[src/rtl/vna_ram.sv]
// vna_ram: generic single-clock ram, one write port, one registered read port
// no dependencies

module vna_ram #(
  parameter int unsigned Width = 8,
  parameter int unsigned Depth = 16
) (
  input  logic                     clk_i,
  input  logic                     we_i,
  input  logic [$clog2(Depth)-1:0] waddr_i,
  input  logic [Width-1:0]         wdata_i,
  input  logic [$clog2(Depth)-1:0] raddr_i,
  output logic [Width-1:0]         rdata_o
);

  logic [Width-1:0] mem [Depth];

  always_ff @(posedge clk_i) begin
    if (we_i) begin
      mem[waddr_i] <= wdata_i;
    end
    rdata_o <= mem[raddr_i];
  end

endmodule

[config.mk]
export PLATFORM = sky130hd
export DESIGN_NAME = vna_ram
export DESIGN_NICKNAME = d
export VERILOG_FILES = /design/src/rtl/vna_ram.sv
export SDC_FILE = /design/constraint.sdc
export NUM_CORES = 1
export LEC_CHECK = 0
export BUFFER_PORTS_ARGS = -buffer_cell sky130_fd_sc_hd__buf_2
export CORE_UTILIZATION = 25
export CTS_BUF_LIST = sky130_fd_sc_hd__clkbuf_4 sky130_fd_sc_hd__clkbuf_8
export CTS_CLUSTER_DIAMETER = 100
export DETAILED_ROUTE_END_ITERATION = 12
export PLACE_DENSITY = 0.36
export SLEW_MARGIN = 0
export SYNTH_ARGS = -nofsm -noshare
export SYNTH_HDL_FRONTEND = slang
export SYNTH_SLANG_ARGS = --single-unit
[constraint.sdc]
create_clock -name clk_i -period 2 [get_ports clk_i]
set_input_delay 0.1 -clock clk_i [delete_from_list [all_inputs] [get_ports clk_i]]
set_output_delay 0.1 -clock clk_i [all_outputs]
set_load 0.005 [all_outputs]
Yosys cells after proc, flatten, opt, wreduce, memory -nomap -nowiden
Memory sizes are Yosys's and may differ from the RTL's. A register that Yosys moved wholly into a read port is not among the register bits.
Index checks and enable logic that the tools add are counted.
Word-level totals
  bits of input ports: 18
  memories: 1
  output and inout port bits: 8
  word-level logic and storage cells: 3
  bits in writable memories: 128
  flip-flop bits (word level): 0
Cells by class
  mux-type cells: 2
Memories
  mem: depth 16, bits a word 8, read ports 1, clocked after memory_dff 1, write ports 1, RTL line 16  | logic [Width-1:0] mem [Depth];
Operator list (number)
  2-to-1 mux 1 bit: 2

Longest topological paths before layout
Gate-level depths: netlist of the first run.
  depth in word-level cells: 2
  depth in mapped cells: 5

Worst setup path before layout of the first run
Ideal clock, no wire load.
  path kind: input to register
  start: in waddr_i[2]
  end: mem mem[0][0], enable pin
  slack: 0.407 ns
  library setup time: 0.383 ns
  cell stages on the path: 2
  arrival time: 1.210 ns
  path through: or3b_2 nor3_1
RTL lines
  start: declaration: RTL line 10  | input logic [$clog2(Depth)-1:0] waddr_i,
  end: declaration: RTL line 16
No word-level cell before the write port.

==> flow_summary.json, run 1 <==
{
  "hpwl_mm": 7.46,
  "crit_type": "flop to flop",
  "cp_slowest_cell": "mux4_1",
  "cts_tree": "yes",
  "cts_buffers": 17,
  "synth_top_area_share_pct": 74.7,
  "insertion_delay_ns": 0.43,
  "synth_area_leaders": "edfxtp_1 75%, mux4_2 7.9%, mux4_1 7.1%",
  "ys_dominant_reg_cell": "edfxtp_1",
  "async_reset_ff_share_pct": 0,
  "hp-class": "primary input to flop",
  "synth_cell_types": 19,
  "portBuffers": 25,
  "ys_seq_elements": 136,
  "max_stage_delay_ns": 0.52,
  "yosys_warnings": 0,
  "clk_pin_slew_ns": 0.07,
  "cts_hold_buf": 0,
  "cts_root_buffer": "clkbuf_8",
  "fmax_ghz": 0.756,
  "place_ws_ns": 0.380,
  "cts_buffer_depth": 2,
  "yosysTopAreaCell": "edfxtp_1",
  "io_pins": 26,
  "netlist_instances": 229,
  "post_cts_resized": 0,
  "avgSynthCellArea_um2": 22.5,
  "seq_area_um2": 4000,
  "tightest_slew_ns": 0.452,
  "drt_iter0_drc": 171,
  "timing.critical_path.buf_inv": 0,
  "p_int_mw": 4.42,
  "die_area_um2": 21200,
  "multiInputGateArea_um2": 1060,
  "area_growth_pct": 18.2,
  "num-nets-final": 304,
  "report.final.slew_viol_count": 0,
  "leakagePower_nw": 2.01,
  "fin_crit_ns": 1.32,
  "place.gp.congestion": 0.658,
  "ys_seq_area_share_pct": 77.8,
  "critical_path_arrival_ns": 1.63,
  "relSlewSlack_pct": 69.9,
  "crit_path_end_kind": "flop",
  "ant_nets": 0,
  "firstDrtPassIters": 4,
  "path_delay_family": "multiplexers",
  "max-cap-violations": 0,
  "critical_path_required_ns": 2.31,
  "overflow": 0,
  "placementRows": 52,
  "p_sw_mw": 1.17,
  "power_mw": 5.59,
  "synth_most_common_cell": "edfxtp_1",
  "tns_ns": 0,
  "ir_drop_mv": 0.343,
  "antenna_found_initial": 0,
  "core_area_um2": 20200,
  "drive_above_1_share_pct": 31.1,
  "die_h_um": 145,
  "synth.top_cells.by_count": "128 x edfxtp_1, 18 x mux4_2, 16 x a22oi_1",
  "crit_path_start_kind": "flop",
  "synth_edf_count": 128,
  "synth_fp_nets": 247,
  "power_density_nw_per_um2": 918,
  "post_drt_wl_per_cell_um": 19.9,
  "final_hold_viol_count": 0,
  "final.setup_skew_ns": 0.00860,
  "ff2ff_setup_slack_ns": 0.68,
  "post-route-util_pct": 30.1,
  "pwr-share-clk_pct": 37.2,
  "setup-violations-final": 0,
  "rsz0062_at_grt": "false",
  "die_x_um": 145,
  "n_fill_cell": 1977,
  "grt_max_degree": 33,
  "period_share_pct": 66.1,
  "num_antenna_cells": 0,
  "grt_pass1_vias": 2645,
  "path_cells": "mux4_1 > a22oi_1 > nand2_1",
  "track_usage_pct": 11.4,
  "clock_sink_count": 136,
  "synthesis.area_um2": 5150,
  "avgViaCountPerCell": 4.29,
  "pwr-share-seq_pct": 57.4,
  "wl_mm": 11.3,
  "drc": 0,
  "grt_pass1_wl_mm": 16.8,
  "start_util_pct": 25.4,
  "cp_max_fo": 1,
  "cts_setup_buffers": 0,
  "final.setup.worst_slack_ns": 0.678,
  "hold_ws_ns": 0.0599,
  "comb_power_share_pct": 5.4,
  "cts_max_level": 4,
  "vias": 2441,
  "status": "completed",
  "power_switching_share_pct": 20.9
}
==> cell type report <==
| cell class | instances | area share, % |
|---|---|---|
| sequential | 136 | 65.8 |
| clock inverter | 13 | 1.83 |
| timing repair buffer | 48 | 5.31 |
| multi-input combinational | 83 | 17.4 |
| tap | 270 | 5.55 |
| clock buffer | 19 | 4.09 |
==> worst paths after layout <==
path / from / endpoint / cells after the start
setup reg to reg: mem[9][4] / rdata_o[4] / 3
setup / recovery: mem[9][4] / rdata_o[4] / 3
hold / removal: wdata_i[0] / mem[12][0] / 1
hold reg to reg: mem[11][2] / rdata_o[2] / 3
==> logic make-up after synthesis <==
logic type / Yosys count / synth area share [%]
simple gates: 35 / 3.18
flops: 136 / 77.8
buf+inv: 10 / 1.68
compound gates: 16 / 2.33
mux: 32 / 15.0
==> state kept, by name, summed over array words and instances (netlist names) <==
name	cells
mem	128
rdata_o	8
==> layout by cell type (no fill, tap or decap) <==
cell       netlist  final
clkinv_4         0      1
nand3b_1         2      2
nor2_1          13     13
and2b_1          1      1
nor3_1           4      4
clkbuf_8         0     17
clkinv_1         0      6
nand2_1          9      9
nand3_1          1      1
clkbuf_4         0      2
mux4_1          14     14
and2_1           1      1
nor2b_1          1      1
dfxtp_1          8      8
or3b_2           1      1
bufinv_16        0      2
buf_4            1     21
mux4_2          18     18
clkinv_2         0      4
buf_12           0      2
nand2b_1         2      2
a22oi_1         16     16
edfxtp_1       128    128
buf_2            3     25
==> per-layer routing <==
metal / up-vias / wire [µm] / global-route usage (%)
met4: 0 / 91 / 3.63
met5: - / 0 / 0
met2: 50 / 5250 / 17.3
met1: 1302 / 5500 / 15.6
met3: 6 / 467 / 3.35
li1: 1083 / - / -
==> through the flow <==
step           cells  area, µm²
2_1_floorplan    229       5150
3_3_place_gp     537       5720
3_5_place_dp     537       5720
4_1_cts          569       6080
5_1_grt          569       6080
6_report         569       6080
==> power by group through the flow <==
stage	clock [mW]	sequential [mW]	combinational [mW]
global route	2.27	3.21	0.334
floorplan	0	3.26	0.162
detailed placement	0	3.27	0.316
global placement	0	3.27	0.312
CTS	2.15	3.21	0.316
finish	2.08	3.20	0.303
Note: power is estimated with default switching activity, not from simulation.
==> run 2, diff against run 1 <==
--- a/config.mk
+++ b/config.mk
@@ -5,6 +5,7 @@
 export SDC_FILE = /design/constraint.sdc
 export NUM_CORES = 1
 export LEC_CHECK = 0
+export ABC_AREA = 1
 export BUFFER_PORTS_ARGS = -buffer_cell sky130_fd_sc_hd__buf_2
 export CORE_UTILIZATION = 25
 export CTS_BUF_LIST = sky130_fd_sc_hd__clkbuf_4 sky130_fd_sc_hd__clkbuf_8
==> constraint.sdc (replaced) <==
create_clock -name clk_i -period 1.23 [get_ports clk_i]
set_input_delay 0.0615 -clock clk_i [delete_from_list [all_inputs] [get_ports clk_i]]
set_output_delay 0.0615 -clock clk_i [all_outputs]
set_load 0.005 [all_outputs]
==> run 2 against run 1 <==
Compared with the run above: sequential share of layout area shrank 6.9 points; final area grew 12%; critical path depth rose by 4; routed wire length increased by 35%; area after synthesis up 12%; largest power group unchanged.
==> flow_summary.json, run 2 <==
{
  "final_hold_viol_count": 0,
  "max_stage_delay_ns": 0.53,
  "rsz0062_at_grt": "false",
  "ys_seq_area_share_pct": 69.4,
  "die_h_um": 154,
  "tightest_slew_ns": 0.442,
  "n_fill_cell": 2361,
  "tns_ns": 0,
  "instances_no_fill": 896,
  "critical_path_required_ns": 1.57,
  "power_mw": 9.83,
  "max-cap-violations": 0,
  "cts_tree": "yes",
  "ff2ff_setup_slack_ns": 0.18,
  "placementRows": 55,
  "status": "completed",
  "vias": 3816,
  "cts_hold_buf": 2,
  "crit_path_start_kind": "primary input",
  "cp_max_fo": 16,
  "grt_pass1_vias": 3716,
  "hpwl_mm": 9.43,
  "path_delay_family": "buffers and inverters",
  "post_drt_wl_per_cell_um": 17.1,
  "io_pins": 26,
  "crit_path_end_kind": "flop",
  "area_growth_pct": 17.7,
  "placed_cells": 862,
  "cp_common_cell": "nand3_1",
  "netlist_instances": 551,
  "synthesis.area_um2": 5770,
  "hp-start": "wdata_i[4]",
  "wl_mm": 15.3,
  "drive_above_1_share_pct": 13.7,
  "multiInputGateArea_um2": 1210,
  "path_cells": "dlygate4sd3_1 > buf_2 > inv_1 > buf_12 > nand3_1 > nand3_1 > nand2_1",
  "synth_area_leaders": "edfxtp_1 67%, nand2_1 11%, nand3_1 8.4%",
  "num_antenna_cells": 0,
  "reg_top3": "mem: 128 flops, rdata_o: 8 flops",
  "grt_max_degree": 45,
  "synth_top_area_share_pct": 66.7,
  "synth.top_cells.by_count": "173 x nand2_1, 128 x edfxtp_1, 100 x inv_1",
  "hold_path_end": "mem[1][4]",
  "avgSynthCellArea_um2": 10.5,
  "ir_drop_mv": 0.610,
  "ys_seq_elements": 136,
  "final_common_cell": "nand2_1",
  "post_cts_resized": 0,
  "cts_root_buffer": "clkbuf_8",
  "clk_pin_slew_ns": 0.08,
  "cts_setup_buffers": 0,
  "avgViaCountPerCell": 4.26,
  "drc": 0,
  "critical_path_arrival_ns": 1.41,
  "whs_path_depth": 1,
  "rr_worst_depth": 6,
  "die_area_um2": 23700,
  "leakagePower_nw": 2.90,
  "top_register": "mem",
  "insertion_delay_ns": 0.45,
  "die_x_um": 154,
  "drt_iter0_drc": 221,
  "synth_cell_types": 12,
  "setup-violations-final": 0,
  "synth_edf_count": 128,
  "timing.critical_path.buf_inv": 4,
  "place.gp.congestion": 0.730,
  "synth_most_common_cell": "nand2_1",
  "cts_buffers": 17,
  "crit_type": "primary input to flop",
  "clock_sink_count": 136,
  "period_share_pct": 86.6,
  "portBuffers": 25,
  "hp-class": "primary input to flop",
  "async_reset_ff_share_pct": 0,
  "final.setup_skew_ns": 0.00625,
  "power_density_nw_per_um2": 1450,
  "track_usage_pct": 13.9,
  "rr_endpoint": "rdata_o[4]",
  "cp_slowest_cell": "dlygate4sd3_1",
  "antenna_found_initial": 0,
  "largest_reg_flops": 128,
  "cts_buffer_depth": 2,
  "cts_max_level": 4,
  "ant_nets": 0,
  "final_cell_mix": "173 x nand2_1, 128 x edfxtp_1, 100 x inv_1",
  "yosysTopAreaCell": "edfxtp_1",
  "report.final.slew_viol_count": 0,
  "fmax_ghz": 0.939,
  "fin_crit_ns": 1.07,
  "timing.rr.start": "mem[1][4]",
  "synth_fp_nets": 569,
  "ys_dominant_reg_cell": "edfxtp_1",
  "yosys_warnings": 0,
  "grt_pass1_wl_mm": 23.4,
  "num-nets-final": 616,
  "relSlewSlack_pct": 70.5,
  "firstDrtPassIters": 4,
  "start_util_pct": 25.5,
  "core_area_um2": 22600,
  "seq_area_um2": 4000,
  "overflow": 0
}
run 2: changes by cell type after synthesis, moves of 4 or more:
cell / previous run / this run
nand3_1: 1 / 97
nor3_1: 4 / 0
mux4_1: 14 / 0
inv_1: 0 / 100
buf_2: 3 / 13
nor2_1: 13 / 17
mux4_2: 18 / 0
nand2_1: 9 / 173
a22oi_1: 16 / 0
run 2: layer usage:
metal / wire (µm) / global-route usage (%) / vias to the layer above
met3: 608 / 3.16 / 20
met4: 329 / 5.57 / 0
li1: - / - / 1861
met2: 6790 / 20.6 / 67
met5: 0 / 0 / -
met1: 7580 / 19.7 / 1868
run 2: final cells by class:
type / instances / share of cell area, %
timing repair buffer: 52 / 6.01
multi-input combinational: 289 / 17.9
clock buffer: 24 / 4.50
tap: 285 / 5.25
clock inverter: 8 / 1.77
sequential: 136 / 59.0
inverter: 102 / 5.64
run 2: cells by family (layout without fill, tap and decap cells):
| kind of cell | Yosys count | after routing | share of synthesized area, % |
|---|---|---|---|
| DFF | 136 | 136 | 69.4 |
| buffers and inverters | 126 | 186 | 9.52 |
| and+or+nand+nor | 289 | 289 | 21.0 |
run 2: report_power, final:
part	internal [mW]	switching [mW]	leakage, nW
combinational	0.219	0.476	1.46
clock	2.25	1.68	0.217
sequential	5.17	0.0336	1.22
total	7.64	2.19	2.90
run 2: through the flow:
step	area [µm²]	setup slack [ns]	util, %	hold slack [ns]
2_1_floorplan	5770	0.218	-	0.160
3_3_place_gp	6340	0.0355	28.0	0.440
3_5_place_dp	6340	0.0262	28.0	0.440
4_1_cts	6790	0.148	30.0	0.0318
5_1_grt	6790	0.0790	30.0	0.0302
6_report	6790	0.165	30.0	0.0402
run 2: how the worst max path moves through the flow:
stage,startpoint,endpoint,cells past startpoint
after detailed placement,raddr_i[0],rdata_o[2],9
after global routing,mem[3][7],rdata_o[7],6
after floorplan,waddr_i[2],mem[10][0],2
final,raddr_i[2],rdata_o[4],7
after global placement,raddr_i[0],rdata_o[2],9
after CTS,rdata_o[1],rdata_o[1],1
==> run 3, diff against run 2 <==
--- a/config.mk
+++ b/config.mk
@@ -8,10 +8,9 @@
 export ABC_AREA = 1
 export BUFFER_PORTS_ARGS = -buffer_cell sky130_fd_sc_hd__buf_2
 export CORE_UTILIZATION = 25
-export CTS_BUF_LIST = sky130_fd_sc_hd__clkbuf_4 sky130_fd_sc_hd__clkbuf_8
 export CTS_CLUSTER_DIAMETER = 100
 export DETAILED_ROUTE_END_ITERATION = 12
-export PLACE_DENSITY = 0.36
+export PLACE_DENSITY = 0.49
 export SLEW_MARGIN = 0
 export SYNTH_ARGS = -nofsm -noshare
 export SYNTH_HDL_FRONTEND = slang
==> run 3 against run 2 <==
Compared with the run above: first-iteration DRC count increased by 33%; maximum frequency decreased by 0.23%; non-clock buffer count increased by 3; global-route usage decreased by 1.4 points; total power increased by 10%; final area increased by 2.2%; worst setup slack got worse by 0.0024 ns; die area unchanged; flip-flop and latch count unchanged; clock skew increased by 0.0021 ns; critical path type is now flop to flop.
==> flow_summary.json, run 3 (synthesis gave the netlist of run 2 again) <==
{
  "power_mw": 10.8,
  "clk_pin_slew_ns": 0.06,
  "power_switching_share_pct": 21.1,
  "cts_tree": "yes",
  "crit_type": "flop to flop",
  "highest_layer": "met4",
  "tightest_slew_ns": 0.376,
  "ir_drop_mv": 0.857,
  "cts_hold_buf": 0,
  "cts_max_level": 4,
  "crit_path_start_kind": "flop",
  "max-cap-violations": 0,
  "instances_no_fill": 898,
  "placed_cells": 867,
  "p_sw_mw": 2.29,
  "place_ws_ns": 0.0659,
  "portBuffers": 25,
  "crit_path_end_kind": "flop",
  "area_growth_pct": 20.3,
  "num_antenna_cells": 0,
  "antenna_found_initial": 0,
  "overflow": 0,
  "cts_buffer_depth": 2,
  "critical_path_arrival_ns": 1.37,
  "pwr-share-clk_pct": 45.6,
  "start_util_pct": 25.5,
  "place.gp.congestion": 0.783,
  "largest_reg_flops": 128,
  "die_h_um": 154,
  "drive_above_1_share_pct": 13.5,
  "power_density_nw_per_um2": 1560,
  "placementRows": 55,
  "final_hold_viol_count": 0,
  "pwr-share-seq_pct": 48.1,
  "timing.rr.start": "mem[3][7]",
  "ant_nets": 0,
  "fin_crit_ns": 1.07,
  "post_cts_resized": 0,
  "top_register": "mem",
  "avgViaCountPerCell": 4.21,
  "hpwl_mm": 9.03,
  "cts_root_buffer": "clkbuf_16",
  "grt_max_degree": 37,
  "wl_met3_um": 652,
  "hold_path_end": "mem[7][1]",
  "rr_worst_depth": 6,
  "clock_sink_count": 136,
  "final_cell_mix": "173 x nand2_1, 128 x edfxtp_1, 100 x inv_1",
  "core_area_um2": 22600,
  "final.setup.worst_slack_ns": 0.162,
  "insertion_delay_ns": 0.42,
  "drc": 0,
  "hold_ws_ns": 0.0615,
  "critical_path_required_ns": 1.53,
  "grt_pass1_wl_mm": 21.2,
  "drt_iter0_drc": 293,
  "cts_setup_buffers": 0,
  "reg_top3": "mem: 128 flops, rdata_o: 8 flops",
  "die_area_um2": 23700,
  "status": "completed",
  "die_x_um": 154,
  "ff2ff_setup_slack_ns": 0.16,
  "final_common_cell": "nand2_1",
  "whs_path_depth": 1,
  "period_share_pct": 86.8,
  "fin_area_um2": 6940,
  "hp-start": "wdata_i[1]",
  "cts_buffers": 17,
  "fmax_ghz": 0.937,
  "io_pins": 26,
  "vias": 3780,
  "firstDrtPassIters": 5,
  "final.setup_skew_ns": 0.00838,
  "num-nets-final": 619,
  "place_area_um2": 6370,
  "hp-class": "primary input to flop",
  "post_drt_wl_per_cell_um": 15.6,
  "cp_max_fo": 1,
  "track_usage_pct": 12.5,
  "rsz0062_at_grt": "false",
  "wl_mm": 14.0,
  "rr_endpoint": "rdata_o[7]",
  "relSlewSlack_pct": 74.9,
  "drt-met1-wl_mm": 6.38,
  "post-route-util_pct": 30.6,
  "p_int_mw": 8.55,
  "setup-violations-final": 0,
  "grt_pass1_vias": 3602,
  "report.final.slew_viol_count": 0,
  "comb_power_share_pct": 6.2,
  "n_fill_cell": 2293,
  "dr_wl_met2_mm": 6.81,
  "tns_ns": 0,
  "leakagePower_nw": 2.97
}
==> run 3: cell count changes in the layout (fill, tap and decap cells not counted), sizes merged <==
cell         delta
buf             +5
clkbuf          -3
clkinv          +2
dlygate4sd3     -2
==> run 3: worst max-delay path: stages, from the launching register on <==
cell	delay, ns
edfxtp_1	0.36
inv_1	0.07
nand2_1	0.05
nand3_1	0.09
nand3_1	0.12
nand3_1	0.19
nand2_1	0.08
==> run 3: worst max path at each step <==
stage,start,to,cells past startpoint
floorplan,waddr_i[2],mem[10][0],2
global placement,raddr_i[0],rdata_o[7],7
detailed placement,raddr_i[0],rdata_o[7],7
CTS,rdata_o[4],rdata_o[4],1
global route,mem[6][2],rdata_o[2],6
finish,mem[3][7],rdata_o[7],6
==> run 3: routing by layer <==
metal  GRT usage [%]  vias to the layer above
li1                -                     1871
met2            20.3                       94
met5               0                        -
met4            5.14                        0
met3            2.40                       16
met1            16.4                     1799
==> run 3: power groups by stage <==
| stage | clock (mW) | combinational, mW | sequential, mW |
|---|---|---|---|
| 2_1_floorplan | 0 | 0.366 | 5.31 |
| 3_3_place_gp | 0 | 0.692 | 5.32 |
| 3_5_place_dp | 0 | 0.690 | 5.32 |
| 4_1_cts | 5.04 | 0.692 | 5.22 |
| 5_1_grt | 5.21 | 0.755 | 5.23 |
| 6_report | 4.94 | 0.677 | 5.22 |
==> run 3: layout make-up <==
type	count	area, µm²	area share [%]
inverter	102	383	5.52
clock buffer	21	440	6.35
multi-input combinational	289	1210	17.5
tap	285	357	5.14
timing repair buffer	55	413	5.95
clock inverter	10	129	1.86
sequential	136	4000	57.7
